<file path="config.mk">
export PLATFORM = sky130hd
export DESIGN_NAME = rip_isqrt
export DESIGN_NICKNAME = d
export VERILOG_FILES = /design/src/rtl/core/rotate_in_place_velocity_profiler_defines.svh /design/src/rtl/core/rip_pkg.sv /design/src/rtl/core/rip_isqrt.sv
export SDC_FILE = /design/constraint.sdc
export NUM_CORES = 1
export LEC_CHECK = 0
export BUFFER_PORTS_ARGS = -buffer_cell sky130_fd_sc_hd__clkbuf_2
export CAP_MARGIN = 20
export CORE_MARGIN = 2
export CORE_UTILIZATION = 37
export CTS_BUF_LIST = sky130_fd_sc_hd__clkbuf_8
export CTS_CLUSTER_SIZE = 14
export DETAILED_ROUTE_END_ITERATION = 8
export HOLD_SLACK_MARGIN = 0.1
export MAX_ROUTING_LAYER = met4
export SYNTH_ARGS = -nofsm -noshare
export SYNTH_HDL_FRONTEND = slang
export SYNTH_SLANG_ARGS = --single-unit
</file>
<file path="constraint.sdc">
create_clock -name clk -period 11.3 [get_ports clk]
set_input_delay 1.13 -clock clk [delete_from_list [all_inputs] [get_ports clk]]
set_output_delay 1.13 -clock clk [all_outputs]
set_load 0.02 [all_outputs]
</file>
<file path="src/rtl/core/rotate_in_place_velocity_profiler_defines.svh">
// Assertion macros shared by the profiler RTL.
// Each macro expects clk and rst to be visible where it is used.
`ifndef ROTATE_IN_PLACE_VELOCITY_PROFILER_DEFINES_SVH
`define ROTATE_IN_PLACE_VELOCITY_PROFILER_DEFINES_SVH

// Same-cycle implication.
`define RIP_ASSERT_IMP(lbl, ante, cons, msg) \
  lbl: assert property (@(posedge clk) disable iff (rst) (ante) |-> (cons)) else $error(msg);

// Next-cycle implication.
`define RIP_ASSERT_NEXT(lbl, ante, cons, msg) \
  lbl: assert property (@(posedge clk) disable iff (rst) (ante) |=> (cons)) else $error(msg);

`endif

</file>
<file path="src/rtl/core/rip_pkg.sv">
// Types, codes and constants of the rotate-in-place velocity profiler.
// No dependencies; the design modules and the testbench import it.
`timescale 1ns / 1ps
package rip_pkg;

  typedef enum logic [2:0] {
    S_IDLE, S_YAW, S_ODOM, S_TICK, S_START, S_CALC, S_SPEED, S_EMIT
  } seq_state_t;

  typedef enum logic [1:0] {PH_WAIT, PH_INIT, PH_ROT, PH_DONE} phase_t;

  typedef enum logic [2:0] {C_IDLE, C_MUL, C_PRE, C_ITER, C_OUT} cor_state_t;

  localparam logic [1:0] ST_DRIVE   = 2'd0;
  localparam logic [1:0] ST_DONE    = 2'd1;
  localparam logic [1:0] ST_TIMEOUT = 2'd2;

  localparam logic CMD_ODOM = 1'b0;
  localparam logic CMD_TICK = 1'b1;

  localparam logic [2:0] REG_TARGET  = 3'd0;
  localparam logic [2:0] REG_MAXRATE = 3'd1;
  localparam logic [2:0] REG_ACCEL   = 3'd2;
  localparam logic [2:0] REG_TOL     = 3'd3;
  localparam logic [2:0] REG_MINRATE = 3'd4;
  localparam logic [2:0] REG_TIMEOUT = 3'd5;

  localparam logic signed [22:0] TARGET_RST  = 23'sd102943;
  localparam logic [19:0]        MAXRATE_RST = 20'd65536;
  localparam logic [19:0]        ACCEL_RST   = 20'd32768;
  localparam logic [15:0]        TOL_RST     = 16'd1311;
  localparam logic [19:0]        MINRATE_RST = 20'd9830;
  localparam logic [21:0]        TIMEOUT_RST = 22'd500000;

  localparam logic signed [19:0] PI_Q16      = 20'sd205887;
  localparam logic signed [19:0] TWO_PI_Q16  = 20'sd411775;
  localparam logic signed [27:0] HALF_PI_Q24 = 28'sd26353589;
  localparam logic [31:0]        TICK_MAX_US = 32'd1000000;

  // Reciprocal of 15625 scaled by 2^47 and rounded up. After a 6-bit right shift
  // it divides exactly by one million for dividends below 2^40.
  localparam logic [33:0]        US_RECIP    = 34'd9007199255;

  function automatic logic signed [27:0] atan_q24(input logic [4:0] i);
    logic signed [27:0] a;
    unique case (i)
      5'd0:  a = 28'sd13176795;
      5'd1:  a = 28'sd7778716;
      5'd2:  a = 28'sd4110060;
      5'd3:  a = 28'sd2086331;
      5'd4:  a = 28'sd1047214;
      5'd5:  a = 28'sd524117;
      5'd6:  a = 28'sd262123;
      5'd7:  a = 28'sd131069;
      5'd8:  a = 28'sd65536;
      5'd9:  a = 28'sd32768;
      5'd10: a = 28'sd16384;
      5'd11: a = 28'sd8192;
      5'd12: a = 28'sd4096;
      5'd13: a = 28'sd2048;
      5'd14: a = 28'sd1024;
      5'd15: a = 28'sd512;
      5'd16: a = 28'sd256;
      5'd17: a = 28'sd128;
      5'd18: a = 28'sd64;
      5'd19: a = 28'sd32;
      5'd20: a = 28'sd16;
      5'd21: a = 28'sd8;
      5'd22: a = 28'sd4;
      5'd23: a = 28'sd2;
      default: a = 28'sd0;
    endcase
    return a;
  endfunction

endpackage

</file>
<file path="src/rtl/core/rip_isqrt.sv">
// Bit-pair restoring integer square root, one step per cycle.
// Uses rip_pkg.
`timescale 1ns / 1ps
module rip_isqrt (
  input  logic        clk,
  input  logic        rst,
  input  logic        start,
  input  logic [55:0] val,
  output logic        busy,
  output logic [27:0] root
);
  import rip_pkg::*;

  logic [55:0] v, r, b, rb;

  assign rb   = r + b;
  assign root = r[27:0];

  always_ff @(posedge clk) begin
    if (rst) begin
      busy <= 1'b0;
    end else if (start) begin
      busy <= 1'b1;
    end else if (busy && (b == '0)) begin
      busy <= 1'b0;
    end
  end

  always_ff @(posedge clk) begin
    if (start) begin
      v <= val;
      r <= '0;
      b <= 56'd1 << 54;
    end else if (busy && (b != '0)) begin
      if (v >= rb) begin
        v <= v - rb;
        r <= (r >> 1) + b;
      end else begin
        r <= r >> 1;
      end
      b <= b >> 2;
    end
  end

endmodule

</file>
* After elaboration in Yosys (flattened, before gate mapping)
Index checks and enable logic that the tools add are counted.
Word-level totals: output and inout port bits 29, input port bits 59, flip-flop bits (word level) 141, word-level logic and storage cells 22
Operators by class: reductions and logical operators 8, mux-type cells 6, add/subtract/negate cells 3, magnitude comparators 1
Operators with widths (number):
- $mux W56 | 4
- $add A55 B55 Y56 | 1
- $add A56 B55 Y56 | 1
- $ge A56 B56 Y1 | 1
- $logic_not A56 Y1 | 1
- $reduce_bool A56 Y1 | 1
- $sub A56 B56 Y56 | 1
- $reduce_bool A2 Y1 | 3
- $logic_and A1 B1 Y1 | 2
- $mux W1 | 2
- $reduce_and A2 Y1 | 1

* Longest topological paths before layout
depth after elaboration 5, mapped depth 25, mapped depth without buffers 23

* Worst setup path before layout
No wires, ideal clock.
kind register to register, start register r[12], end register v[0] (enable), cell stages (with the launch flop) 25, setup time 0.547 ns, arrival time 8.580 ns, data required time 10.753 ns, clock period less this slack 9.127 ns, path buffers 3, slack 2.173 ns, cells stage by stage dfxtp_1 > ha_1 > a31oi_1 > nor2_1 > a211o_1 > a2111oi_0 > nor2_1 > a21oi_1 > o31ai_1 > a21oi_1 > o21ai_0 > xnor2_1 > ha_1 > clkbuf_1 > a21oi_1 > o21bai_1 > a21o_1 > a21o_1 > a21oi_1 > o21ai_0 > or3_1 > buf_2 > nand2_2 > buf_2 > o21ai_0
Between the ends: longest elaborated chain between the ends 4
RTL lines:
- from (decl) | line rip_isqrt.sv:14 | logic [55:0] v, r, b, rb;
- from (signal assigned) | line rip_isqrt.sv:37 | r <= (r >> 1) + b;
- from (signal assigned) | line rip_isqrt.sv:39 | r <= r >> 1;
- $add A56 B55 Y56 | line rip_isqrt.sv:16 | assign rb = r + b;
- $ge A56 B56 Y1 | line rip_isqrt.sv:35 | if (v >= rb) begin
- $reduce_bool A2 Y1 (no source line)
- $reduce_and A2 Y1 (no source line)
- to (signal assigned) | line rip_isqrt.sv:31 | v <= val;
- to (signal assigned) | line rip_isqrt.sv:36 | v <= v - rb;
- to (decl) | line rip_isqrt.sv:14
Every way passes these cells. A chain may end at the register's enable or synchronous reset.

* Final worst setup path
start register r[12], end register v[36] (enable)
Same word-level chain as after synthesis.

==> impl_results.md <==
- CTS clk-pin slew, worst paths: 90 ps
- Reg2Reg Setup Slack: 2940 ps
- Synthesized netlist cell count: 1690
- Setup TNS: 0 ps
- Worst slew pin tran: 1010 ps
- Final core occ: 40.1%
- Most frequent cell after synthesis: nand2_1
- Postcts setup bufs: 0
- Crit-path leading delay family: compound AO/OA/AOI/OAI gates
- Crit-path slowest cell: o21ai_4
- DRT iter0 DRCs: 956
- #FFs+latches synth: 141
- Ports: 88
- CTS tree: built
- Final Cycle Share: 74.0%
- Reg2Reg Launch Point: r[12]
- Fmax: 120 MHz
- Crit path DAT: 8490 ps
- Met1 usage: 29.9%
- Row cnt: 69
- Async SR Flop Fraction: 0%
- Final net count: 1868
- Max capacitance violation total: 0
- Hold depth: 2
- CP max stage delay: 950 ps
- Full die area: 0.0372 mm2
- Grt peak-use layer: met2
- Synth top cells by count: nand2_1, a21oi_1, o21ai_0
- # clock sinks: 141
- DR vias/cell: 5.78
- Met2 Usage GRT: 35.9%
- Dpl hpwl: 30400 um
- Mapped Nets: 1864
- DRT Pass-1 Iters: 5
- Max clock buf depth: 2
- Req. time, crit path: 11430 ps
- Layout Cells excl Fill: 2169
- DRC: 0
- Largest net degree at the start of global routing: 112
- Critical Path Most Common Cell: a21oi_1
- Layout Skew: 20.7 ps
- Grt met3 use: 3.38%
- Status: finished, final reports clean
- Setup violators final: 0
- Peak supply drop: 0.0954 mV
- Area Growth Syn to Fin: 7.51%
- Synth top area cells: dfxtp_1, edfxtp_1, ha_1
- Leading area contributor after synthesis: dfxtp_1
- First-pass GRT wire length: 64800 um
- Synthesized area per cell: 7.82 um2
- EDFF count, synth: 56
- Post-Place Cell Area: 0.0138 mm2
- Worst Setup SP: r[12]
- R2r endpoint: v[36]
- Initial antenna violation count: 0
- Core area: 0.0354 mm2
- Routed wire length: 40900 um
- Layout cell share with drive strength beyond 1: 10.9%
- Unrepaired setup endpoints after global routing: no
- Via count: 12500
- Max-slew violation count: 0
- DRT antenna net count: 0
- Inserted Clock Buffers: 17
- WL per Instance: 18.9 um
- Minimum clock period: 8360 ps
- Worst Setup EP: v[36]
- Port Buffer Count: 87
- Pre-CTS WS: 2950 ps
- Count of cell types in the netlist: 84
- Min-Delay Path Class: reg -> reg
- Lkg Pwr: 5.37 nW
- Slack of the critical path: 2940 ps
- Number of global-route vias before repair: 12100
- WP buf/inv: 2
- Design Area, Final: 0.0142 mm2
- Worst-Skew Late Latency: 490 ps
- CTS root buf: clkbuf_8
- Total Routing Usage GR: 22.7%
- R2r worst-path depth: 23
- PD cells: 229 mW/mm2
- Die Span Y: 193 um
- Starting Density: 37.3%
- Final Hold Viols: 0
- Grt ovf: 0
- Htree depth: 4
- Critical path depth in cells: 23
- Sequential fraction of the synthesis area: 25.6%
- Slew margin rel.: 32.5%
- Critical path peak fanout: 31
- Top FF cell, synth: dfxtp_1
- Yosys top cell area share: 12.9%
- GPL Wtd Cong: 0.954
- Post-CTS Resized: 0
- Synth Warn #: 0
- CP Launch Type: flip-flop
- Cell Chain, Critical Path: ha_1 > a31oi_1 > nor2_1 > a211o_1 > a2111oi_0 > buf_4 > nor2_1 > a21oi_1 > o31ai_1 > a21oi_1 > o21ai_0 > xnor2_1 > ha_1 > a21oi_1 > o21bai_1 > a21o_1 > a21o_1 > a21oi_1 > o21ai_0 > or3_1 > nand2_2 > o21ai_4 > buf_4
- # hold bufs at CTS: 0
- Nature of the critical path endpoint: flip-flop
- Mapped cell area: 0.0132 mm2
- # placed instances: 2135
- Die Wd: 193 um
- WS Path Type: reg -> reg
==> registers in the layout, summed over array words and instances, names as in the netlist <==
register and count:
r 56, v 56, b 28, busy 1
==> logic make-up (layout without fill, tap and decap cells) <==
kind of cell               after synthesis  count (layout)  synth area share [%]
muxes                                   23              23                  1.83
DFF                                    141             141                  25.6
AOI/OAI and AO/OA                      565             565                  27.7
xor gates and xnor gates               134             134                  8.88
buffers and inverters                  154             171                  5.38
adders and majority gates              115             115                  10.9
other                                    0               1                     0
and+or+nand+nor                        558             558                  19.7
==> area by class of cell <==
cell class	count	area [um2]
clock buffers	18	248
repair buffers	98	541
multi-input cells	1395	9160
fillers	3718	21200
clock inverters	14	145
well taps	461	577
flip-flops and latches	141	3380
inverters	41	154
diodes	1	2.50
==> per-stage QoR <==
step / total power, mW / hold slack (ps)
after floorplan: 2.31 / 469
after global placement: 2.78 / 484
after detailed placement: 2.80 / 501
after CTS: 3.24 / 513
after global routing: 3.51 / 542
final: 3.26 / 514
==> layer usage <==
| metal | wire length (um) | up-vias |
|---|---|---|
| met3 | 2230 | 52 |
| met1 | 19200 | 5891 |
| met5 | 0 | - |
| met4 | 939 | 0 |
| li1 | - | 6229 |
| met2 | 18500 | 374 |
==> worst min-delay path by stage <==
| stage | from | end |
|---|---|---|
| after CTS | r[55] | r[55] |
| after global placement | b[0] | b[0] |
| final | r[55] | r[55] |
| after global routing | r[55] | r[55] |
| after detailed placement | r[55] | r[55] |
| after floorplan | b[54] | b[54] |
==> power by group <==
group | internal (mW) | switching (mW) | total (mW)
Clock | 0.202 | 0.231 | 0.433
Combinational | 0.746 | 1.26 | 2.00
Sequential | 0.699 | 0.124 | 0.823
Total | 1.65 | 1.61 | 3.26
==> cells in the final DEF (no fill, tap or decap), types with 42 or more instances in the layout <==
| master | instances |
|---|---|
| ha_1 | 114 |
| nand2_1 | 233 |
| xnor2_1 | 71 |
| edfxtp_1 | 56 |
| inv_1 | 42 |
| nor2_1 | 107 |
| xor2_1 | 63 |
| o21ai_0 | 145 |
| clkbuf_2 | 86 |
| a21oi_1 | 150 |
| a31oi_1 | 46 |
| dfxtp_1 | 85 |
==> worst reg2reg max path, delay by kind of cell, from the launching register on <==
| kind | cells | cell delay (ps) |
|---|---|---|
| compound gates | 14 | 3970 |
| simple gates | 4 | 1760 |
| fa+ha+maj | 2 | 790 |
| buf+inv | 2 | 770 |
| flops | 1 | 520 |
| xor+xnor | 1 | 170 |
Power figures use the tool's default switching activity.
