$ cat config.mk
export PLATFORM = sky130hd
export DESIGN_NAME = rip_cordic
export DESIGN_NICKNAME = d
export VERILOG_FILES = /design/src/rtl/core/rotate_in_place_velocity_profiler_defines.svh /design/src/rtl/core/rip_pkg.sv /design/src/rtl/core/rip_cordic.sv
export SDC_FILE = /design/constraint.sdc
export NUM_CORES = 2
export LEC_CHECK = 0
export ABC_CLOCK_PERIOD_IN_PS = 14100
export BUFFER_PORTS_ARGS = -buffer_cell sky130_fd_sc_hd__buf_2
export CAP_MARGIN = 20
export CORE_MARGIN = 2
export CORE_UTILIZATION = 37
export CTS_CLUSTER_DIAMETER = 50
export DETAILED_ROUTE_END_ITERATION = 10
export SYNTH_ARGS = -nofsm -noshare
export SYNTH_HDL_FRONTEND = slang
export SYNTH_SLANG_ARGS = --single-unit
$ cat constraint.sdc
create_clock -name clk -period 14.1 [get_ports clk]
set_input_delay 1.41 -clock clk [delete_from_list [all_inputs] [get_ports clk]]
set_output_delay 1.41 -clock clk [all_outputs]
set_load 0.005 [all_outputs]
$ cat src/rtl/core/rotate_in_place_velocity_profiler_defines.svh
// Assertion macros shared by the profiler RTL.
// Each macro expects clk and rst to be visible where it is used.
`ifndef ROTATE_IN_PLACE_VELOCITY_PROFILER_DEFINES_SVH
`define ROTATE_IN_PLACE_VELOCITY_PROFILER_DEFINES_SVH

// Same-cycle implication.
`define RIP_ASSERT_IMP(lbl, ante, cons, msg) \
  lbl: assert property (@(posedge clk) disable iff (rst) (ante) |-> (cons)) else $error(msg);

// Next-cycle implication.
`define RIP_ASSERT_NEXT(lbl, ante, cons, msg) \
  lbl: assert property (@(posedge clk) disable iff (rst) (ante) |=> (cons)) else $error(msg);

`endif

$ cat src/rtl/core/rip_pkg.sv
// Types, codes and constants of the rotate-in-place velocity profiler.
// No dependencies; the design modules and the testbench import it.
`timescale 1ns / 1ps
package rip_pkg;

  typedef enum logic [2:0] {
    S_IDLE, S_YAW, S_ODOM, S_TICK, S_START, S_CALC, S_SPEED, S_EMIT
  } seq_state_t;

  typedef enum logic [1:0] {PH_WAIT, PH_INIT, PH_ROT, PH_DONE} phase_t;

  typedef enum logic [2:0] {C_IDLE, C_MUL, C_PRE, C_ITER, C_OUT} cor_state_t;

  localparam logic [1:0] ST_DRIVE   = 2'd0;
  localparam logic [1:0] ST_DONE    = 2'd1;
  localparam logic [1:0] ST_TIMEOUT = 2'd2;

  localparam logic CMD_ODOM = 1'b0;
  localparam logic CMD_TICK = 1'b1;

  localparam logic [2:0] REG_TARGET  = 3'd0;
  localparam logic [2:0] REG_MAXRATE = 3'd1;
  localparam logic [2:0] REG_ACCEL   = 3'd2;
  localparam logic [2:0] REG_TOL     = 3'd3;
  localparam logic [2:0] REG_MINRATE = 3'd4;
  localparam logic [2:0] REG_TIMEOUT = 3'd5;

  localparam logic signed [22:0] TARGET_RST  = 23'sd102943;
  localparam logic [19:0]        MAXRATE_RST = 20'd65536;
  localparam logic [19:0]        ACCEL_RST   = 20'd32768;
  localparam logic [15:0]        TOL_RST     = 16'd1311;
  localparam logic [19:0]        MINRATE_RST = 20'd9830;
  localparam logic [21:0]        TIMEOUT_RST = 22'd500000;

  localparam logic signed [19:0] PI_Q16      = 20'sd205887;
  localparam logic signed [19:0] TWO_PI_Q16  = 20'sd411775;
  localparam logic signed [27:0] HALF_PI_Q24 = 28'sd26353589;
  localparam logic [31:0]        TICK_MAX_US = 32'd1000000;

  // Reciprocal of 15625 scaled by 2^47 and rounded up. After a 6-bit right shift
  // it divides exactly by one million for dividends below 2^40.
  localparam logic [33:0]        US_RECIP    = 34'd9007199255;

  function automatic logic signed [27:0] atan_q24(input logic [4:0] i);
    logic signed [27:0] a;
    unique case (i)
      5'd0:  a = 28'sd13176795;
      5'd1:  a = 28'sd7778716;
      5'd2:  a = 28'sd4110060;
      5'd3:  a = 28'sd2086331;
      5'd4:  a = 28'sd1047214;
      5'd5:  a = 28'sd524117;
      5'd6:  a = 28'sd262123;
      5'd7:  a = 28'sd131069;
      5'd8:  a = 28'sd65536;
      5'd9:  a = 28'sd32768;
      5'd10: a = 28'sd16384;
      5'd11: a = 28'sd8192;
      5'd12: a = 28'sd4096;
      5'd13: a = 28'sd2048;
      5'd14: a = 28'sd1024;
      5'd15: a = 28'sd512;
      5'd16: a = 28'sd256;
      5'd17: a = 28'sd128;
      5'd18: a = 28'sd64;
      5'd19: a = 28'sd32;
      5'd20: a = 28'sd16;
      5'd21: a = 28'sd8;
      5'd22: a = 28'sd4;
      5'd23: a = 28'sd2;
      default: a = 28'sd0;
    endcase
    return a;
  endfunction

endpackage

$ cat src/rtl/core/rip_cordic.sv
// Iterative vectoring CORDIC that turns a quaternion into a yaw angle.
// One shared multiplier forms the products, one add/shift stage iterates. Uses rip_pkg.
`timescale 1ns / 1ps
module rip_cordic #(
  parameter int STEPS = 16
) (
  input  logic               clk,
  input  logic               rst,
  input  logic               start,
  input  logic signed [15:0] qx,
  input  logic signed [15:0] qy,
  input  logic signed [15:0] qz,
  input  logic signed [15:0] qw,
  output logic               busy,
  output logic signed [18:0] yaw
);
  import rip_pkg::*;

  localparam int CW = $clog2(STEPS);

  cor_state_t state, state_next;
  logic [1:0] k;
  logic [CW-1:0] it;
  logic signed [15:0] ax, ay, az, aw, ma, mb;
  logic signed [31:0] prod;
  logic signed [32:0] acc_x, acc_y;
  logic signed [35:0] x, y, x0, y0, dx, dy;
  logic signed [27:0] z, rnd;
  logic degen;

  always_comb begin
    state_next = state;
    unique case (state)
      C_IDLE: if (start) state_next = C_MUL;
      C_MUL:  if (k == 2'd3) state_next = C_PRE;
      C_PRE:  state_next = C_ITER;
      C_ITER: if (it == CW'(STEPS - 1)) state_next = C_OUT;
      C_OUT:  state_next = C_IDLE;
      default: state_next = C_IDLE;
    endcase
  end

  always_comb begin
    busy = (state != C_IDLE);
  end

  always_comb begin
    case (k)
      2'd0:    begin ma = aw; mb = az; end
      2'd1:    begin ma = ax; mb = ay; end
      2'd2:    begin ma = ay; mb = ay; end
      default: begin ma = az; mb = az; end
    endcase
    prod = ma * mb;
    x0   = 36'sh040000000 - {{2{acc_x[32]}}, acc_x, 1'b0};
    y0   = {{2{acc_y[32]}}, acc_y, 1'b0};
    dx   = y >>> it;
    dy   = x >>> it;
    rnd  = z + 28'sd128;
  end

  always_ff @(posedge clk) begin
    if (rst) begin
      state <= C_IDLE;
    end else begin
      state <= state_next;
    end
  end

  always_ff @(posedge clk) begin
    case (state)
      C_IDLE: begin
        if (start) begin
          ax <= qx;
          ay <= qy;
          az <= qz;
          aw <= qw;
          k <= 2'd0;
          acc_x <= '0;
          acc_y <= '0;
        end
      end
      C_MUL: begin
        if (k[1]) begin
          acc_x <= acc_x + {prod[31], prod};
        end else begin
          acc_y <= acc_y + {prod[31], prod};
        end
        k <= k + 2'd1;
      end
      C_PRE: begin
        degen <= (x0 == '0) && (y0 == '0);
        it <= '0;
        if (x0 < 0) begin
          if (y0 >= 0) begin
            x <= y0;
            y <= -x0;
            z <= HALF_PI_Q24;
          end else begin
            x <= -y0;
            y <= x0;
            z <= -HALF_PI_Q24;
          end
        end else begin
          x <= x0;
          y <= y0;
          z <= '0;
        end
      end
      C_ITER: begin
        if (y > 0) begin
          x <= x + dx;
          y <= y - dy;
          z <= z + atan_q24(5'(it));
        end else begin
          x <= x - dx;
          y <= y + dy;
          z <= z - atan_q24(5'(it));
        end
        it <= it + 1'b1;
      end
      C_OUT: begin
        yaw <= degen ? '0 : rnd[26:8];
      end
      default: begin
      end
    endcase
  end

endmodule

== Word level (Yosys, flattened, before mapping) ==
Memories as Yosys holds them, arrays and structs flattened. A register that Yosys moved wholly into a read port is not among the register bits.
Index checks and enable logic that the tools add are counted.
Storage, ports and cells
  bits in registers: 259
  memory bits (read-only): 768
  input bits: 67
  word-level logic and storage cells: 95
  memories: 2
Operators by class
  add/subtract/negate cells: 14
  multipliers: 1
  magnitude comparators: 3
  equality and inequality tests: 13
  shifts and indexed selects: 2
  multiplexer cells: 32
  reduce and logical (&&, ||, !) cells: 14
Memory list
  (no name shown): words 16, bits a word 24, rd ports 1, clocked after memory_dff 1, wr ports 0, line rip_pkg.sv:46  | unique case (i)
  (no name shown): words 16, bits a word 24, rd ports 1, clocked after memory_dff 1, wr ports 0, line rip_pkg.sv:46
Operators with widths (number)
  2-to-1 mux 36 bit: 6
  2-to-1 mux 28 bit: 7
  one-hot mux 36 bit (2 select lines): 2
  one-hot mux 33 bit (2 select lines): 2
  2-to-1 mux 33 bit: 3
  adder 36 bit: 2
  zero test 36 bit: 2
  >>> shifter 36 x 4 -> 36 bit: 2
  subtractor 36 bit: 2
  adder 33 bit: 2
  one-hot mux 28 bit (2 select lines): 1
  one-hot mux 16 bit (3 select lines): 1
  greater-than comparator 36 x 1 -> 1 bit, second input constant: 1
  negator 34 -> 36 bit: 1
  negator 35 -> 36 bit: 1
  < comparator 35 x 1 -> 1 bit, second input constant: 1
  subtractor 32 x 34 -> 35 bit, first input constant: 1
  greater-or-equal comparator 34 x 1 -> 1 bit, second input constant: 1
  multiplier 16 x 16 -> 32 bit: 1
  adder 28 bit: 1
  subtractor 28 bit: 1
  adder 27 x 9 -> 27 bit, second input constant: 1
  2-to-1 mux 16 bit: 1
  one-hot mux 3 bit (4 select lines): 1
  22 further kinds: 35

== Longest topological paths before layout ==
  word-level depth: 7
  gate-level depth with buffers: 41

== Worst setup path before layout ==
OpenSTA, ideal clock, no wires.
  path type: reg-to-reg
  from: register k[0]
  to: register acc_x[32], data pin
  library setup time: 0.257 ns
  data arrival time: 9.175 ns
  required time: 13.843 ns
  slack: 4.667 ns
  stages on the path, launching flop included: 38
  cell sequence: edfxtp_1 -> inv_1 -> ha_1 -> clkbuf_1 -> buf_1 -> buf_1 -> mux2i_1 -> nor2_1 -> fa_1 -> inv_1 -> fa_1 -> inv_1 -> fa_1 -> fa_1 -> fa_1 -> inv_1 -> fa_1 -> inv_1 -> [... 2 more ...] -> a21o_1 -> a21oi_1 -> inv_1 -> a31oi_1 -> o21bai_1 -> a21oi_1 -> xnor2_1 -> ha_1 -> nand2_1 -> o211ai_1 -> a211o_1 -> o21ai_0 -> or4_1 -> a41oi_1 -> o31ai_1 -> nor3b_1 -> a211o_1 -> mux2i_1
On the way
  cells in the longest elaborated chain, start to end: 7
  elaborated cells on any way between the ends: 10
Ends and longest elaborated chain
  start, declared: line rip_cordic.sv:22  | logic [1:0] k;
  start signal, assigned: line rip_cordic.sv:89  | k <= k + 2'd1;
  equality test 2 bit or equality test 2 x 1 -> 1 bit (tied branches): line rip_cordic.sv:48  | case (k)
  OR reduction 2 bit (no source line)
  2-to-1 mux 16 bit: line rip_cordic.sv:48
  multiplier 16 x 16 -> 32 bit (*): line rip_cordic.sv:54  | prod = ma * mb;
  adder 33 bit (*): line rip_cordic.sv:85  | acc_x <= acc_x + {prod[31], prod};
  2-to-1 mux 33 bit (*): line rip_cordic.sv:84  | if (k[1]) begin
  one-hot mux 33 bit (2 select lines) (*): line rip_cordic.sv:71  | case (state)
  end signal, assigned: line rip_cordic.sv:85
  end, declared: line rip_cordic.sv:26  | logic signed [32:0] acc_x, acc_y;
Mark *: on every way between the ends. The rest lies on a longest branch, timed or not. The select of a mux whose other input is x is not followed.
A chain may end at the register's enable or synchronous reset.

== Worst setup path in the final report ==
  from: register k[1]
  to: register acc_x[32], data pin
Same word-level chain as after synthesis.

==> impl_metrics.json <==
{
  "synth_top_area_share": 0.2073,
  "critical_path_peak_fanout": 16,
  "clk_latency_ps": 620,
  "worst_pin_slew_ps": 1090,
  "fin_crit_sh": 0.7218,
  "syn-cell-area_sq_um": 36940,
  "startpoint_type": "flip-flop",
  "clk_pin_slew_ps": 60,
  "synth-edff-count": 255,
  "yosysMostFrequentCell": "nor2_1",
  "dieArea_sq_um": 102400,
  "gr-usage-all-layers": 0.1928,
  "ys_async_sr_fraction": 0,
  "dieWidth_um": 320.0,
  "max_stage_delay_ps": 810,
  "worst-path-buf-inv": 6,
  "max-slew-margin-rel": 0.2529,
  "antenna_found_initial": 1,
  "gr-total-overflow": 0,
  "clock_skew_ps": 31.08,
  "cts_buffer_depth": 3,
  "areaGrowthSynthToFinish_pct": 8.869,
  "start_util": 0.3742,
  "min_to": "it[0]",
  "hold_path.startpoint": "it[0]",
  "vias": 29720,
  "reg2reg_slack_ps": 3920,
  "cpMostUsedCell": "fa_1",
  "synth_cells": 4062,
  "dr.pass1.iters": 6,
  "worstPathArrival_ps": 10630,
  "tns_ps": 0,
  "diodes": 0,
  "dpl.hpwl_um": 79970,
  "required_ps": 14550,
  "viasPerCell": 5.505,
  "cts_made_buffers": 46,
  "path_delay_family": "adder cells",
  "ioPinCount": 87,
  "rr_endpoint": "acc_x[32]",
  "drt-total-wl_um": 100700,
  "gp_congestion": 0.9441,
  "grt_max_degree": 73,
  "yosys_warnings": 0,
  "cts_setup_buffers": 0,
  "yosys.area.top_type": "edfxtp_1",
  "grt_pass1_vias": 29150,
  "synthTopCellsByArea": "edfxtp_1 (21%), fa_1 (14%), ha_1 (8.9%)",
  "cts_tree": "built",
  "setup_violations": 0,
  "avgSynthCellArea_sq_um": 9.093,
  "port_buffers": 86,
  "synth_flop_cell": "edfxtp_1",
  "drive_above_1_share": 0.09487,
  "syn_nets": 4659,
  "holdBufCountCts": 0,
  "ant_nets": 0,
  "cts_root_buffer": "clkbuf_16",
  "whs_path_depth": 1,
  "hold_path_class": "flip-flop to flip-flop",
  "hold_viol": 0,
  "crit_path_top_delay_cell": "mux2i_1",
  "rsz0062_at_grt": "no",
  "die_h_um": 320.0,
  "slew_viol_final": 0,
  "drc": 0,
  "min_period_ps": 10180,
  "clock_sinks": 281,
  "rows": 115,
  "grt_pass1_wl_um": 159000,
  "netlist_top_cells_count": "nor2_1 (415), inv_1 (394), nand2_1 (377)",
  "cap_viol_max_count": 0,
  "wire_per_inst_um": 18.66,
  "critPathKind": "flip-flop to flip-flop",
  "ff2ff_path_depth": 35,
  "synth_cell_types": 101,
  "drt_iter0_markers": 2100,
  "r2r_start": "k[1]",
  "cts_resized": 0,
  "synth-seq-cells": 281,
  "core_area_sq_um": 98710,
  "worstSetupEndpointType": "flip-flop",
  "layout.nets": 4671,
  "htree_levels": 2,
  "yosysSeqAreaShare": 0.2214,
  "status": "finished clean",
  "fmax_mhz": 98.26,
  "startpoint": "k[1]"
}
layout make-up:
type                       instances  area, sq um
sequential                       281         8178
clock inverter                    32        341.6
clock buffer                      53         1232
multi-input combinational       3221        26610
fill                            9799        58500
inverter                         397         1493
timing repair buffer             127        750.7
tap                             1287         1610
flip-flops by register name, summed over array words and instances, names as in the netlist, 19 cells and up, named ones only:
register / cells
x: 36
y: 36
acc_x: 33
acc_y: 33
z: 27
yaw: 19
placed cells by master, fill, tap and decap left out, types with 19 or more instances in the layout:
cell type    n
ha_1       263
o21bai_1    24
a21o_1      91
fa_1       267
nor2_1     413
o21a_1      39
and2_1      28
edfxtp_1   255
buf_4       40
a22oi_1     20
mux2i_1     75
a31oi_1     32
xnor2_1    208
o21ai_0    217
clkbuf_16   48
nand4_1     24
o211ai_1    46
a211oi_1    34
nand3_1     64
o31ai_1     37
nand2b_1    47
dfxtp_1     26
a21oi_1    230
or3_1       25
and3_1      29
nor4_1      27
mux4_2      65
buf_2       86
nand2_1    376
inv_1      392
nor3_1      65
nor2b_1     26
o22ai_1     19
xor2_1     153
mux2_2      58
per-layer routing:
layer  part of all wire  vias up  routed length [um]  track usage
met1               0.46    14280               46380       0.2659
li1                   -    14370                   -            -
met3              0.053      193                5366      0.02311
met4              0.030        0                3046      0.06020
met2               0.46      865               45940       0.3157
met5                  0        -                   0            0
per-stage QoR:
step	utilization	worst slack [ps]	instances	hold slack (ps)	cell area (sq um)
2_1_floorplan	-	4667	4062	501.1	36940
3_3_place_gp	0.3910	4142	5309	589.4	38590
3_5_place_dp	0.3910	4013	5309	589.9	38590
4_1_cts	0.4069	3996	5394	599.1	40170
5_1_grt	0.4074	3351	5398	629.1	40210
6_report	0.4074	3923	5398	597.2	40210
logic make-up after synthesis:
family | share of synthesized area
AND/OR/NAND/NOR | 0.1533
AO/OA/AOI/OAI | 0.1553
buffers and inverters | 0.05996
adder cells (fa/ha/maj) | 0.2338
XOR/XNOR | 0.08621
flip-flops | 0.2214
multiplexers | 0.09004
worst max-delay path by stage:
| stage | depth (start not counted) | slack, ps | endpoint |
|---|---|---|---|
| after CTS | 33 | 4000 | acc_x[32] |
| after global routing | 35 | 3350 | acc_x[32] |
| after detailed placement | 35 | 4010 | acc_x[32] |
| after global placement | 33 | 4140 | acc_x[32] |
| final | 35 | 3920 | acc_x[32] |
| after floorplan | 37 | 4670 | acc_x[32] |
Power is not shown: default switching activity piles up to over one toggle a cycle in this logic, so the estimate is an artifact.
