**config.mk**
```make
export PLATFORM = sky130hd
export DESIGN_NAME = rip_cdiv
export DESIGN_NICKNAME = d
export VERILOG_FILES = /design/src/rtl/core/rotate_in_place_velocity_profiler_defines.svh /design/src/rtl/core/rip_pkg.sv /design/src/rtl/core/rip_cdiv.sv
export SDC_FILE = /design/constraint.sdc
export NUM_CORES = 1
export LEC_CHECK = 0
export BUFFER_PORTS_ARGS = -buffer_cell sky130_fd_sc_hd__clkbuf_2
export CAP_MARGIN = 20
export CORE_MARGIN = 1
export CORE_UTILIZATION = 40
export CTS_CLUSTER_DIAMETER = 100
export CTS_CLUSTER_SIZE = 12
export DETAILED_ROUTE_END_ITERATION = 6
export SLEW_MARGIN = 10
export SYNTH_ARGS = -nofsm -noshare
export SYNTH_HDL_FRONTEND = slang
export SYNTH_SLANG_ARGS = --single-unit
```
**constraint.sdc**
```tcl
create_clock -name clk -period 9.3 [get_ports clk]
set_input_delay 0.93 -clock clk [delete_from_list [all_inputs] [get_ports clk]]
set_output_delay 0.93 -clock clk [all_outputs]
set_load 0.05 [all_outputs]
```
**src/rtl/core/rotate_in_place_velocity_profiler_defines.svh**
```systemverilog
// Assertion macros shared by the profiler RTL.
// Each macro expects clk and rst to be visible where it is used.
`ifndef ROTATE_IN_PLACE_VELOCITY_PROFILER_DEFINES_SVH
`define ROTATE_IN_PLACE_VELOCITY_PROFILER_DEFINES_SVH

// Same-cycle implication.
`define RIP_ASSERT_IMP(lbl, ante, cons, msg) \
  lbl: assert property (@(posedge clk) disable iff (rst) (ante) |-> (cons)) else $error(msg);

// Next-cycle implication.
`define RIP_ASSERT_NEXT(lbl, ante, cons, msg) \
  lbl: assert property (@(posedge clk) disable iff (rst) (ante) |=> (cons)) else $error(msg);

`endif

```
**src/rtl/core/rip_pkg.sv**
```systemverilog
// Types, codes and constants of the rotate-in-place velocity profiler.
// No dependencies; the design modules and the testbench import it.
`timescale 1ns / 1ps
package rip_pkg;

  typedef enum logic [2:0] {
    S_IDLE, S_YAW, S_ODOM, S_TICK, S_START, S_CALC, S_SPEED, S_EMIT
  } seq_state_t;

  typedef enum logic [1:0] {PH_WAIT, PH_INIT, PH_ROT, PH_DONE} phase_t;

  typedef enum logic [2:0] {C_IDLE, C_MUL, C_PRE, C_ITER, C_OUT} cor_state_t;

  localparam logic [1:0] ST_DRIVE   = 2'd0;
  localparam logic [1:0] ST_DONE    = 2'd1;
  localparam logic [1:0] ST_TIMEOUT = 2'd2;

  localparam logic CMD_ODOM = 1'b0;
  localparam logic CMD_TICK = 1'b1;

  localparam logic [2:0] REG_TARGET  = 3'd0;
  localparam logic [2:0] REG_MAXRATE = 3'd1;
  localparam logic [2:0] REG_ACCEL   = 3'd2;
  localparam logic [2:0] REG_TOL     = 3'd3;
  localparam logic [2:0] REG_MINRATE = 3'd4;
  localparam logic [2:0] REG_TIMEOUT = 3'd5;

  localparam logic signed [22:0] TARGET_RST  = 23'sd102943;
  localparam logic [19:0]        MAXRATE_RST = 20'd65536;
  localparam logic [19:0]        ACCEL_RST   = 20'd32768;
  localparam logic [15:0]        TOL_RST     = 16'd1311;
  localparam logic [19:0]        MINRATE_RST = 20'd9830;
  localparam logic [21:0]        TIMEOUT_RST = 22'd500000;

  localparam logic signed [19:0] PI_Q16      = 20'sd205887;
  localparam logic signed [19:0] TWO_PI_Q16  = 20'sd411775;
  localparam logic signed [27:0] HALF_PI_Q24 = 28'sd26353589;
  localparam logic [31:0]        TICK_MAX_US = 32'd1000000;

  // Reciprocal of 15625 scaled by 2^47 and rounded up. After a 6-bit right shift
  // it divides exactly by one million for dividends below 2^40.
  localparam logic [33:0]        US_RECIP    = 34'd9007199255;

  function automatic logic signed [27:0] atan_q24(input logic [4:0] i);
    logic signed [27:0] a;
    unique case (i)
      5'd0:  a = 28'sd13176795;
      5'd1:  a = 28'sd7778716;
      5'd2:  a = 28'sd4110060;
      5'd3:  a = 28'sd2086331;
      5'd4:  a = 28'sd1047214;
      5'd5:  a = 28'sd524117;
      5'd6:  a = 28'sd262123;
      5'd7:  a = 28'sd131069;
      5'd8:  a = 28'sd65536;
      5'd9:  a = 28'sd32768;
      5'd10: a = 28'sd16384;
      5'd11: a = 28'sd8192;
      5'd12: a = 28'sd4096;
      5'd13: a = 28'sd2048;
      5'd14: a = 28'sd1024;
      5'd15: a = 28'sd512;
      5'd16: a = 28'sd256;
      5'd17: a = 28'sd128;
      5'd18: a = 28'sd64;
      5'd19: a = 28'sd32;
      5'd20: a = 28'sd16;
      5'd21: a = 28'sd8;
      5'd22: a = 28'sd4;
      5'd23: a = 28'sd2;
      default: a = 28'sd0;
    endcase
    return a;
  endfunction

endpackage

```
**src/rtl/core/rip_cdiv.sv**
```systemverilog
// Division by one million by reciprocal multiplication, taking the upper half of the dividend before the lower.
// The quotient fits 20 bits for the operands used here. Uses rip_pkg.
`timescale 1ns / 1ps
module rip_cdiv (
  input  logic        clk,
  input  logic        rst,
  input  logic        start,
  input  logic [39:0] num,
  output logic        busy,
  output logic [19:0] quo
);
  import rip_pkg::*;

  logic [33:0] nsh;
  logic        step;
  logic [16:0] half;
  logic [50:0] part;
  logic [66:0] acc;

  assign half = step ? nsh[16:0] : nsh[33:17];
  assign part = {34'd0, half} * {17'd0, US_RECIP};
  assign quo  = acc[66:47];

  always_ff @(posedge clk) begin
    if (rst) begin
      busy <= 1'b0;
    end else if (start) begin
      busy <= 1'b1;
    end else if (busy && step) begin
      busy <= 1'b0;
    end
  end

  always_ff @(posedge clk) begin
    if (start) begin
      nsh  <= num[39:6];
      step <= 1'b0;
      acc  <= '0;
    end else if (busy) begin
      if (step) begin
        acc <= acc + {16'd0, part};
      end else begin
        acc <= 67'({part, 17'd0});
      end
      step <= 1'b1;
    end
  end

endmodule

```
# Yosys cells after proc, flatten, opt, wreduce, memory -nomap -nowiden
# Cells that the tools add are included.
[totals] register_bits=103 inputBits=43 output_inout_bits=21 wordCells=12
[classes] addsub=1 multipliers=1 n_mux=4 n_reduce_logical=2
[op_table] op="adder 67 x 51 -> 67 bit" n=1
[op_table] op="2-to-1 mux 67 bit" n=1
[op_table] op="multiplier 17 x 34 -> 51 bit, second input constant" n=1
[op_table] op="2-to-1 mux 17 bit" n=1
[op_table] op="2-to-1 mux 1 bit" n=2
[op_table] op="nonzero test 2 bit" n=1
[op_table] op="logical AND 1 bit" n=1

# Longest topological paths before layout
# Gate-level depths: netlist of the first run.
[depth] word_depth=4 depth_mapped=40

# Least setup slack after synthesis of the first run
# Ideal clock, no wire load.
[synth_timing] path_kind="flip-flop to flip-flop" from="reg step" to="reg acc[64]" setup_time_ns=0.122 arrival_time_ns=9.341 required_ns=9.178 setup_slack_ns=-0.163 stages_incl_launch_ff=37 n_path_buf=6 synth_period_minus_slack_ns=9.463 cell_sequence="dfxtp_1 > clkbuf_1 > clkbuf_1 > buf_1 > mux2i_1 > inv_1 > fa_1 > inv_1 > fa_1 > inv_1 > fa_1 > fa_1 > inv_1 > fa_1 > fa_1 > inv_1 > ha_1 > buf_6 > a2111oi_0 > nand3_1 > o21ai_0 > o211ai_1 > a31oi_2 > o21ai_1 > xor2_1 > ha_1 > clkbuf_1 > a31o_1 > a211oi_1 > o211ai_1 > o211ai_2 > o21ai_1 > and2_1 > buf_2 > and3_1 > a31o_1 > a311o_1"
[synth_via] elab_chain_cells=4
[synth_rtl] element="start: declaration" line="rip_cdiv.sv:15" source="logic step;"
[synth_rtl] element="start signal: assignment" line="rip_cdiv.sv:37" source="step <= 1'b0;"
[synth_rtl] element="start signal: assignment" line="rip_cdiv.sv:45" source="step <= 1'b1;"
[synth_rtl] element="2-to-1 mux 17 bit" line="rip_cdiv.sv:20" source="assign half = step ? nsh[16:0] : nsh[33:17];"
[synth_rtl] element="multiplier 17 x 34 -> 51 bit" line="rip_cdiv.sv:21" source="assign part = {34'd0, half} * {17'd0, US_RECIP};"
[synth_rtl] element="adder 67 x 51 -> 67 bit" line="rip_cdiv.sv:41" source="acc <= acc + {16'd0, part};"
[synth_rtl] element="2-to-1 mux 67 bit (*)" line="rip_cdiv.sv:40" source="if (step) begin"
[synth_rtl] element="end signal: assignment" line="rip_cdiv.sv:41"
[synth_rtl] element="end signal: assignment" line="rip_cdiv.sv:43" source="acc <= 67'({part, 17'd0});"
[synth_rtl] element="end: declaration" line="rip_cdiv.sv:18" source="logic [66:0] acc;"
# Every way passes the cells marked *; elsewhere a longest branch is shown, timed or not.
# A chain may end at the register's enable or synchronous reset.

# Worst setup path after layout of the first run
[layout_timing] from="reg step" to="reg acc[57]"
# The elaborated chain is that of the path after synthesis.

==> results of run 1 <==
stage by stage:
stage               cells  instance area (sq um)  util [%]  hold slack [ns]  setup WS, ns
global placement     2457                  17800      44.4            0.454         0.103
floorplan            1837                  16400         -            0.445        0.0147
global route         2478                  18300      45.7            0.506      0.000876
CTS                  2473                  18100      45.2            0.477         0.115
detailed placement   2457                  17800      44.4            0.465       0.00793
finish               2478                  18300      45.7            0.473         0.352
state kept, by name (all words and copies together), names as in the netlist:
signal,flops
nsh,34
acc,67
step,1
busy,1
per-layer routing:
layer	wire, um	vias up	part of all wire (%)	track usage, %
met2	21300	314	47	37.2
met1	21000	6319	46	29.8
met4	1350	0	3.0	7.73
met3	2070	68	4.5	3.87
met5	0	-	0	0
li1	-	6432	-	-
worst register-to-register path: cells and delay by family (launching register included):
family / cells / cell delay, ns
adders and majority gates: 8 / 3.90
AOI/OAI and AO/OA: 11 / 1.99
and+or+nand+nor: 3 / 1.06
buffers and inverters: 6 / 0.53
xor gates and xnor gates: 1 / 0.51
DFF: 1 / 0.46
muxes: 1 / 0.40
path summary, 6_finish.rpt:
path,from,end,slack [ns]
hold / removal,acc[9]$_SDFFE_PP0P_,acc[9]$_SDFFE_PP0P_,0.47
setup / recovery,step$_SDFFE_PP0P_,acc[57]$_SDFFE_PP0P_,0.35
setup reg to reg,step$_SDFFE_PP0P_,acc[57]$_SDFFE_PP0P_,0.35
hold reg to reg,acc[9]$_SDFFE_PP0P_,acc[9]$_SDFFE_PP0P_,0.47
kinds of logic after synthesis:
| kind of cell | after synthesis | synth area share, % |
|---|---|---|
| AOI/OAI and AO/OA | 409 | 17.2 |
| muxes | 29 | 1.81 |
| adders and majority gates | 427 | 40.6 |
| DFF | 103 | 14.6 |
| xor gates and xnor gates | 83 | 4.48 |
| and+or+nand+nor | 368 | 10.9 |
| buffers and inverters | 418 | 10.4 |
synth_stat cells (8+ instances only):
library cell  count
nor2b_1           9
and3_1           19
edfxtp_1         34
clkbuf_1         40
a211oi_1         27
nand4_1          21
xor2_1           26
a31oi_1          17
o211ai_1         11
fa_1            176
mux2i_1          24
a21oi_1         112
nor3_1           20
a22oi_1          17
xnor2_1          56
a311oi_1         12
ha_1            251
o21ai_1           8
dfxtp_1          69
o21bai_1         15
buf_4            20
nor2_1          125
nand2_1          83
and2_1            8
inv_1           340
nand3_1          29
nand2b_1         12
o21ai_0          42
a21o_1           61
final cells by class:
cell class	instances	area share, %
timing repair buffer	178	6.60
clock buffer	10	1.25
clock inverter	6	0.362
tap	525	3.59
multi-input combinational	1316	68.1
inverter	340	6.97
sequential	103	13.2
what timing repair did:
| item | in CTS | in global routing |
|---|---|---|
| gates resized for setup | 1 | 35 |
| hold buffers | 0 | 0 |
| pin swaps | 0 | 4 |
| setup endpoints to repair | 1 | 29 |
| setup buffers | 0 | 5 |
==> run metrics, run 1 <==
Max Transition Viols Final 0; Synth top area share a little over a fifth; startpoint class of the critical path flip-flop; Top delay family on crit path adder cells; Critical Path AT roughly 9.3 ns; dominant cells by area after synthesis fa_1, ha_1, dfxtp_1, inv_1, edfxtp_1; most frequent CP cell fa_1; Inserted Diodes 0; Post-Syn Area around 16000 sq um; Largest stage delay, worst path roughly 0.57 ns; area occupied by multi-input gates between 10000 and 15000 sq um; 1st-iter DRT viols between 700 and 800; max_slew headroom between 40% and 50%; Worst EP required between 9 and 10 ns; Crit Path Max Fanout 8; share of layout cells above drive strength 1 between 10% and 20%; Final Skew 0.0209 ns; setup TNS 0 ns; worst hold path stage count 2; EDFF count, synth 34; Final setup viols 0; Ys Warns 0; CTS Buf Count 9; max-cap violations 0; maximum buffer depth of the clock tree 2; worst slew pin tran about 0.79 ns; routed len/inst 18.4 um; die area roughly 42000 sq um; GP Congestion about 0.93; row count 73; DR vias 13100; top cell type by total area after synthesis fa_1; Clock transition at path regs roughly 0.090 ns; fmax between 0.1 and 0.15 GHz; commonest non-fill, non-tap cell in the layout inv_1; Synth Flop Type dfxtp_1; vias in the first global route about 13000; first-pass GRT wire length approximately 72 mm; Avg Vias per Cell between 5 and 6; I/O Buffers between 50 and 60; WL final between 40 and 50 mm; DRT Pass-1 Iters 5; largest net degree at the start of global routing 60; minimum clock period just under 9 ns; CTS H-tree depth 3; worst path bufs/invs 6; DIE WIDTH just over 200 um; # IOs 64; Levels on crit path 30; critical path class reg2reg; Avg Inst Size Synth about 8.9 sq um; CP Capture Type flip-flop; CTS sink cnt ~100; nets approximately 2400; Remaining DRCs 0; fill count between 3000 and 4000; initial antenna violation count 0; Yosys reg bits 103; Reg area roughly 2400 sq um; gr usage total 22.6%; Syn Nets 2307; most frequent cells in the layout inv_1, ha_1, fa_1; CTS tree yes; Placeable Area about 40000 sq um; starting density of the core 40.9%; Worst-Skew Late Latency slightly above 0.4 ns; DRT antenna net count 0; placed wire-length estimate approximately 39 mm; total grt overflow 0; Clock Tree Root clkbuf_16; Post-Synthesis Cells between 1500 and 2000; run status completed; Layout area overhead 11.6%; ys async rst share 0%; slowest CP cell or4_4; DIE HEIGHT about 200 um; Synth cell types 93; RSZ-0062 raised after global routing false; worst hold path class reg2reg; count of final hold-check violations 0; Worst R2R Path Depth 30; Seq/Total Area, Yosys roughly 15%; final worst-path cycle share a little over nine tenths
Power of run 1 is not shown: default switching activity piles up to over one toggle a cycle in this logic, so the estimate is an artifact.
==> run 2: changes to the inputs <==
==> constraint.sdc (replaced) <==
create_clock -name clk -period 9.3 [get_ports clk]
set_input_delay 1.395 -clock clk [delete_from_list [all_inputs] [get_ports clk]]
set_output_delay 1.395 -clock clk [all_outputs]
set_load 0.05 [all_outputs]
==> run metrics, run 2 (synthesis gave the netlist of run 1 again) <==
final worst-path cycle share 96.2% (about the same); DRT met1 WL 21.6 mm (was 21.0 mm); startpoint class of the critical path flip-flop (unchanged); first-pass GRT wire length 72.1 mm (about the same); WL final 45.6 mm (was 45.7 mm); largest net degree at the start of global routing 64 (was 60); total grt overflow 0 (unchanged); Remaining DRCs 0 (unchanged); Layout area overhead 12.3% (was 11.6%); Largest stage delay, worst path 0.57 ns (about the same); Placeable Area 40100 sq um (unchanged); Crit Path Max Fanout 7 (was 8); Worst-Skew Late Latency 0.40 ns (was 0.41 ns); Final setup viols 0 (unchanged); slowest CP cell fa_1 (was or4_4); top flop regs acc: 67 flops, nsh: 34 flops (unchanged); # IOs 64 (unchanged); DR vias 13200 (was 13100); run status completed (unchanged); DRT antenna net count 0 (unchanged); placed cell areas 17900 sq um (was 17800 sq um); count of final hold-check violations 0 (unchanged); uppermost layer routed met4 (unchanged); gr usage total 22.6% (about the same); die area 41800 sq um (unchanged); fill count 3879 (was 3920); max_slew headroom 41.5% (was 47.3%); DIE HEIGHT 205 um (unchanged); Final Cell Area 18400 sq um (was 18300 sq um); most frequent cells in the layout inv_1, ha_1, fa_1 (unchanged); crit path capture acc[60]$_SDFFE_PP0P_ (was acc[57]$_SDFFE_PP0P_); CTS Buf Count 9 (unchanged); row count 73 (unchanged); Worst Setup SP step$_SDFFE_PP0P_ (unchanged); routed len/inst 18.3 um (was 18.4 um); placed wire-length estimate 38.7 mm (about the same); DR WL met2 21.1 mm (was 21.3 mm); Critical Path AT 9.29 ns (was 9.25 ns); CTS tree yes (unchanged); CTS Hold Bufs 0 (unchanged); nets 2429 (was 2418); Routed met3 length 1.67 mm (was 2.07 mm); share of layout cells above drive strength 1 14.4% (was 13.9%); 1st-iter DRT viols 712 (was 756); RSZ-0062 raised after global routing true (was false); vias in the first global route 13300 (was 13200); starting density of the core 40.9% (unchanged); worst hold path class reg2reg (unchanged); RR Endpoint acc[60]$_SDFFE_PP0P_ (was acc[57]$_SDFFE_PP0P_); Reg with most FFs acc (unchanged); max-cap violations 0 (unchanged); Avg Vias per Cell 5.31 (was 5.30); Max Transition Viols Final 0 (unchanged); area occupied by multi-input gates 12500 sq um (about the same); Reg area 2410 sq um (unchanged); worst slew pin tran 0.874 ns (was 0.787 ns); most frequent CP cell buf_4 (was fa_1); minimum clock period 8.94 ns (was 8.95 ns); initial antenna violation count 0 (unchanged); RR Startpoint step$_SDFFE_PP0P_ (unchanged); CP Capture Type flip-flop (unchanged); CTS H-tree depth 3 (unchanged); DRT Pass-1 Iters 5 (unchanged); Worst R2R Path Depth 34 (was 30); I/O Buffers 57 (unchanged); Final Skew 0.0141 ns (was 0.0209 ns); Inserted Diodes 0 (unchanged); critical path class reg2reg (unchanged); Clock transition at path regs 0.09 ns (about the same); Largest register FFs 67 (unchanged); r2r setup slk 0.36 ns (was 0.35 ns); fmax 0.112 GHz (about the same); commonest non-fill, non-tap cell in the layout inv_1 (unchanged); maximum buffer depth of the clock tree 2 (unchanged); Clock Tree Root clkbuf_16 (unchanged); DIE WIDTH 205 um (unchanged); GP Congestion 0.954 (was 0.926); CTS sink cnt 103 (unchanged); Worst EP required 9.65 ns (was 9.60 ns)
## run 2: cell count changes in the layout (fill, tap and decap cells not counted), moves of 2 or more
cell / before / now
nor3_2: 4 / 1
nor3_1: 16 / 19
ha_1: 250 / 248
inv_4: 2 / 0
buf_4: 121 / 132
## run 2: per-stage QoR
stage	utilization [%]	instances	TNS [ns]	hold WS [ns]	worst slack (ns)
global route	45.9	2489	-0.116	0.514	-0.0552
CTS	45.4	2480	0	0.482	0.0160
global placement	44.6	2464	0	0.454	0.0692
floorplan	-	1837	0	0.445	0.0147
finish	45.9	2489	0	0.475	0.358
detailed placement	44.6	2464	-0.0536	0.469	-0.0229
## run 2: repair_timing
| item | 4_1_cts | 5_1_grt |
|---|---|---|
| buffers inserted | 0 | 9 |
| resized for setup | 1 | 32 |
| endpoints found under the setup margin | 5 | 28 |
| pin swaps | 0 | 8 |
| cloned | 0 | 0 |
## run 2: how the worst min path moves through the flow
stage / startpoint / endpoint / slack [ns] / cells past startpoint
final: acc[9]$_SDFFE_PP0P_ / acc[9]$_SDFFE_PP0P_ / 0.47 / 2
after global routing: acc[9]$_SDFFE_PP0P_ / acc[9]$_SDFFE_PP0P_ / 0.51 / 2
after CTS: acc[9]$_SDFFE_PP0P_ / acc[9]$_SDFFE_PP0P_ / 0.48 / 2
after detailed placement: acc[9]$_SDFFE_PP0P_ / acc[9]$_SDFFE_PP0P_ / 0.47 / 2
after global placement: acc[9]$_SDFFE_PP0P_ / acc[9]$_SDFFE_PP0P_ / 0.45 / 2
after floorplan: acc[9]$_SDFFE_PP0P_ / acc[9]$_SDFFE_PP0P_ / 0.45 / 2
## run 2: layout make-up
type	count	area share (%)
flip-flops and latches	103	13.1
multi-input cells	1316	67.6
clock inverters	7	0.618
repair buffers	189	7.01
inverters	340	6.93
clock buffers	9	1.22
well taps	525	3.57
## run 2: per-layer routing
metal	GRT usage [%]	vias to the layer above
li1	-	6460
met1	30.3	6400
met2	37.5	301
met3	3.10	56
met4	6.82	0
met5	0	-
## run 2: critical path, delay by kind of cell, from the launching register on
kind            cells  cell delay, ns
fa+ha+maj           8            3.67
compound gates     10            1.90
buf+inv             8            1.18
simple gates        6            1.10
flops               1            0.45
mux                 1            0.39
xor+xnor            1            0.16
Power of run 2 is left out for the same reason.
==> run 3: changes to the inputs <==
- ABC_AREA: default -> 1
==> run metrics, run 3 <==
ys async rst share 0% (unchanged); Reg area 2400 sq um (was 2410 sq um); run status completed (unchanged); Synth top area share 18.7% (was 21.5%); Crit Path Max Fanout 17 (was 7); WL final 64.3 mm (was 45.6 mm); vias in the first global route 16900 (was 13300); Synth Flop Type dfxtp_1 (unchanged); DIE WIDTH 219 um (was 205 um); area occupied by multi-input gates 14000 sq um (was 12500 sq um); Inserted Diodes 0 (unchanged); r2r setup slk 0.46 ns (was 0.36 ns); RSZ-0062 raised after global routing false (was true); Post-Synthesis Cells 2715 (was 1837); fmax 0.113 GHz (was 0.112 GHz); nets 3223 (was 2429); count of final hold-check violations 0 (unchanged); share of layout cells above drive strength 1 7.83% (was 14.4%); Post-Syn Area 18900 sq um (was 16400 sq um); first-pass GRT wire length 97.2 mm (was 72.1 mm); total grt overflow 0 (unchanged); RR Startpoint step$_SDFFE_PP0P_ (unchanged); Avg Inst Size Synth 6.95 sq um (was 8.93 sq um); DIE HEIGHT 219 um (was 205 um); Reg with most FFs acc (unchanged); Worst EP required 9.64 ns (was 9.65 ns); Worst-Skew Late Latency 0.42 ns (was 0.40 ns); # IOs 64 (unchanged); placed cell areas 19800 sq um (was 17900 sq um); setup ws final 0.461 ns (was 0.358 ns); max-cap violations 0 (unchanged); slowest CP cell fa_2 (was fa_1); die area 48100 sq um (was 41800 sq um); Worst R2R Path Depth 35 (was 34); Setup WS pre-CTS 0.514 ns (was -0.0229 ns); CTS tree yes (unchanged); I/O Buffers 57 (unchanged); Placeable Area 46600 sq um (was 40100 sq um); initial antenna violation count 0 (unchanged); Yosys reg bits 103 (unchanged); max_slew headroom 27.2% (was 41.5%); worst hold path class reg2reg (unchanged); commonest non-fill, non-tap cell in the layout nand2_1 (was inv_1); Post-CTS Setup Bufs 0 (unchanged); GP Congestion 1.04 (was 0.954); RR Endpoint acc[66]$_SDFFE_PP0P_ (was acc[60]$_SDFFE_PP0P_); top cell type by total area after synthesis fa_1 (unchanged); DRT met1 WL 29.6 mm (was 21.6 mm); startpoint class of the critical path flip-flop (unchanged); most frequent cells in the layout nand2_1, inv_1, ha_1 (was inv_1, ha_1, fa_1); critical path class reg2reg (unchanged); dominant cells by area after synthesis fa_1, ha_1, nand2_1, inv_1, dfxtp_1 (was fa_1, ha_1, dfxtp_1, inv_1, edfxtp_1); Final Cell Area 20100 sq um (was 18400 sq um); maximum buffer depth of the clock tree 2 (unchanged); CP Capture Type flip-flop (unchanged); DRT antenna net count 0 (unchanged); Avg Vias per Cell 5.28 (was 5.31); EDFF count, synth 34 (unchanged); starting density of the core 40.5% (was 40.9%); Critical Path AT 9.18 ns (was 9.29 ns); minimum clock period 8.84 ns (was 8.94 ns); uppermost layer routed met4 (unchanged); Final Skew 0.0153 ns (was 0.0141 ns); Final setup viols 0 (unchanged); Worst Setup SP step$_SDFFE_PP0P_ (unchanged); CTS Buf Count 9 (unchanged); worst slew pin tran 1.09 ns (was 0.874 ns); CTS sink cnt 103 (unchanged); Remaining DRCs 0 (unchanged); final worst-path cycle share 95.0% (was 96.2%); row count 79 (was 73); DRT Pass-1 Iters 7 (was 5); most common library cells after synthesis nand2_1, inv_1, ha_1 (was inv_1, ha_1, fa_1); routed len/inst 19.1 um (was 18.3 um); Seq/Total Area, Yosys 12.7% (was 14.6%); fill count 4850 (was 3879); Syn Nets 3185 (was 2307); 1st-iter DRT viols 1784 (was 712); setup TNS 0 ns (unchanged); Routed met3 length 4.70 mm (was 1.67 mm); CTS H-tree depth 3 (unchanged); Max Transition Viols Final 0 (unchanged); Clock Tree Root clkbuf_16 (unchanged); Synth cell types 47 (was 93); crit path capture acc[66]$_SDFFE_PP0P_ (was acc[60]$_SDFFE_PP0P_); largest net degree at the start of global routing 63 (was 64); DR vias 17800 (was 13200); top-count cell post-synth nand2_1 (was inv_1); Finished Core Util 43.2% (was 45.9%); Clock transition at path regs 0.09 ns (about the same); Layout area overhead 6.45% (was 12.3%); Ys Warns 0 (unchanged); Largest register FFs 67 (unchanged); DR WL met2 28.2 mm (was 21.1 mm); placed wire-length estimate 54.9 mm (was 38.7 mm); gr usage total 27.4% (was 22.6%); top flop regs acc: 67 flops, nsh: 34 flops (unchanged); Largest stage delay, worst path 0.72 ns (was 0.57 ns)
run 3: changes by cell type after synthesis, sizes merged, moves of 24 or more:
cell	delta
a211oi	-27
o21ai	+77
mux2i	-24
a21oi	+101
inv	+238
nor2	+127
xnor2	-56
clkbuf	-24
nand2	+542
nand3	+112
a21o	-59
run 3: through the flow:
stage	cells	hold WS, ns
after global placement	3349	0.456
after CTS	3365	0.478
final	3365	0.476
after global routing	3365	0.490
after floorplan	2715	0.450
after detailed placement	3349	0.465
run 3: area by class of cell:
type,count,area share (%)
timing repair buffer,76,2.14
clock inverter,6,0.293
sequential,103,12.0
clock buffer,10,1.19
multi-input combinational,1984,69.8
inverter,579,10.8
tap,607,3.78
run 3: worst min path at each step:
stage | startpoint | end | slack (ns) | cells past startpoint
3_5_place_dp | acc[2]$_SDFFE_PP0P_ | acc[2]$_SDFFE_PP0P_ | 0.47 | 2
6_report | acc[8]$_SDFFE_PP0P_ | acc[8]$_SDFFE_PP0P_ | 0.48 | 2
3_3_place_gp | acc[0]$_SDFFE_PP0P_ | acc[0]$_SDFFE_PP0P_ | 0.46 | 2
5_1_grt | acc[9]$_SDFFE_PP0P_ | acc[9]$_SDFFE_PP0P_ | 0.49 | 2
2_1_floorplan | acc[0]$_SDFFE_PP0P_ | acc[0]$_SDFFE_PP0P_ | 0.45 | 2
4_1_cts | acc[2]$_SDFFE_PP0P_ | acc[2]$_SDFFE_PP0P_ | 0.48 | 2
run 3: kinds of logic after synthesis:
kind of cell | Yosys count | share of synthesized area, %
XOR/XNOR | 22 | 1.18
buffers and inverters | 628 | 13.0
adder cells (fa/ha/maj) | 427 | 35.3
flip-flops | 103 | 12.7
AO/OA/AOI/OAI | 397 | 11.3
AND/OR/NAND/NOR | 1138 | 26.5
run 3: layer usage:
layer	global-route usage, %	vias up
met2	42.6	656
li1	-	8602
met1	38.8	8424
met4	9.14	0
met5	0	-
met3	3.59	77
run 3: repair_timing:
item / 4_1_cts / 5_1_grt
endpoints found under the setup margin: 0 / 17
resized for setup: 0 / 8
hold buffers: 0 / 0
run 3: critical path: cells and delay by family, from the launching register on:
family                     cells  cell delay, ns
adders and majority gates      8            3.98
and+or+nand+nor               15            2.55
AOI/OAI and AO/OA              5            1.04
buffers and inverters          7            0.85
DFF                            1            0.33
Power of run 3 is left out for the same reason.
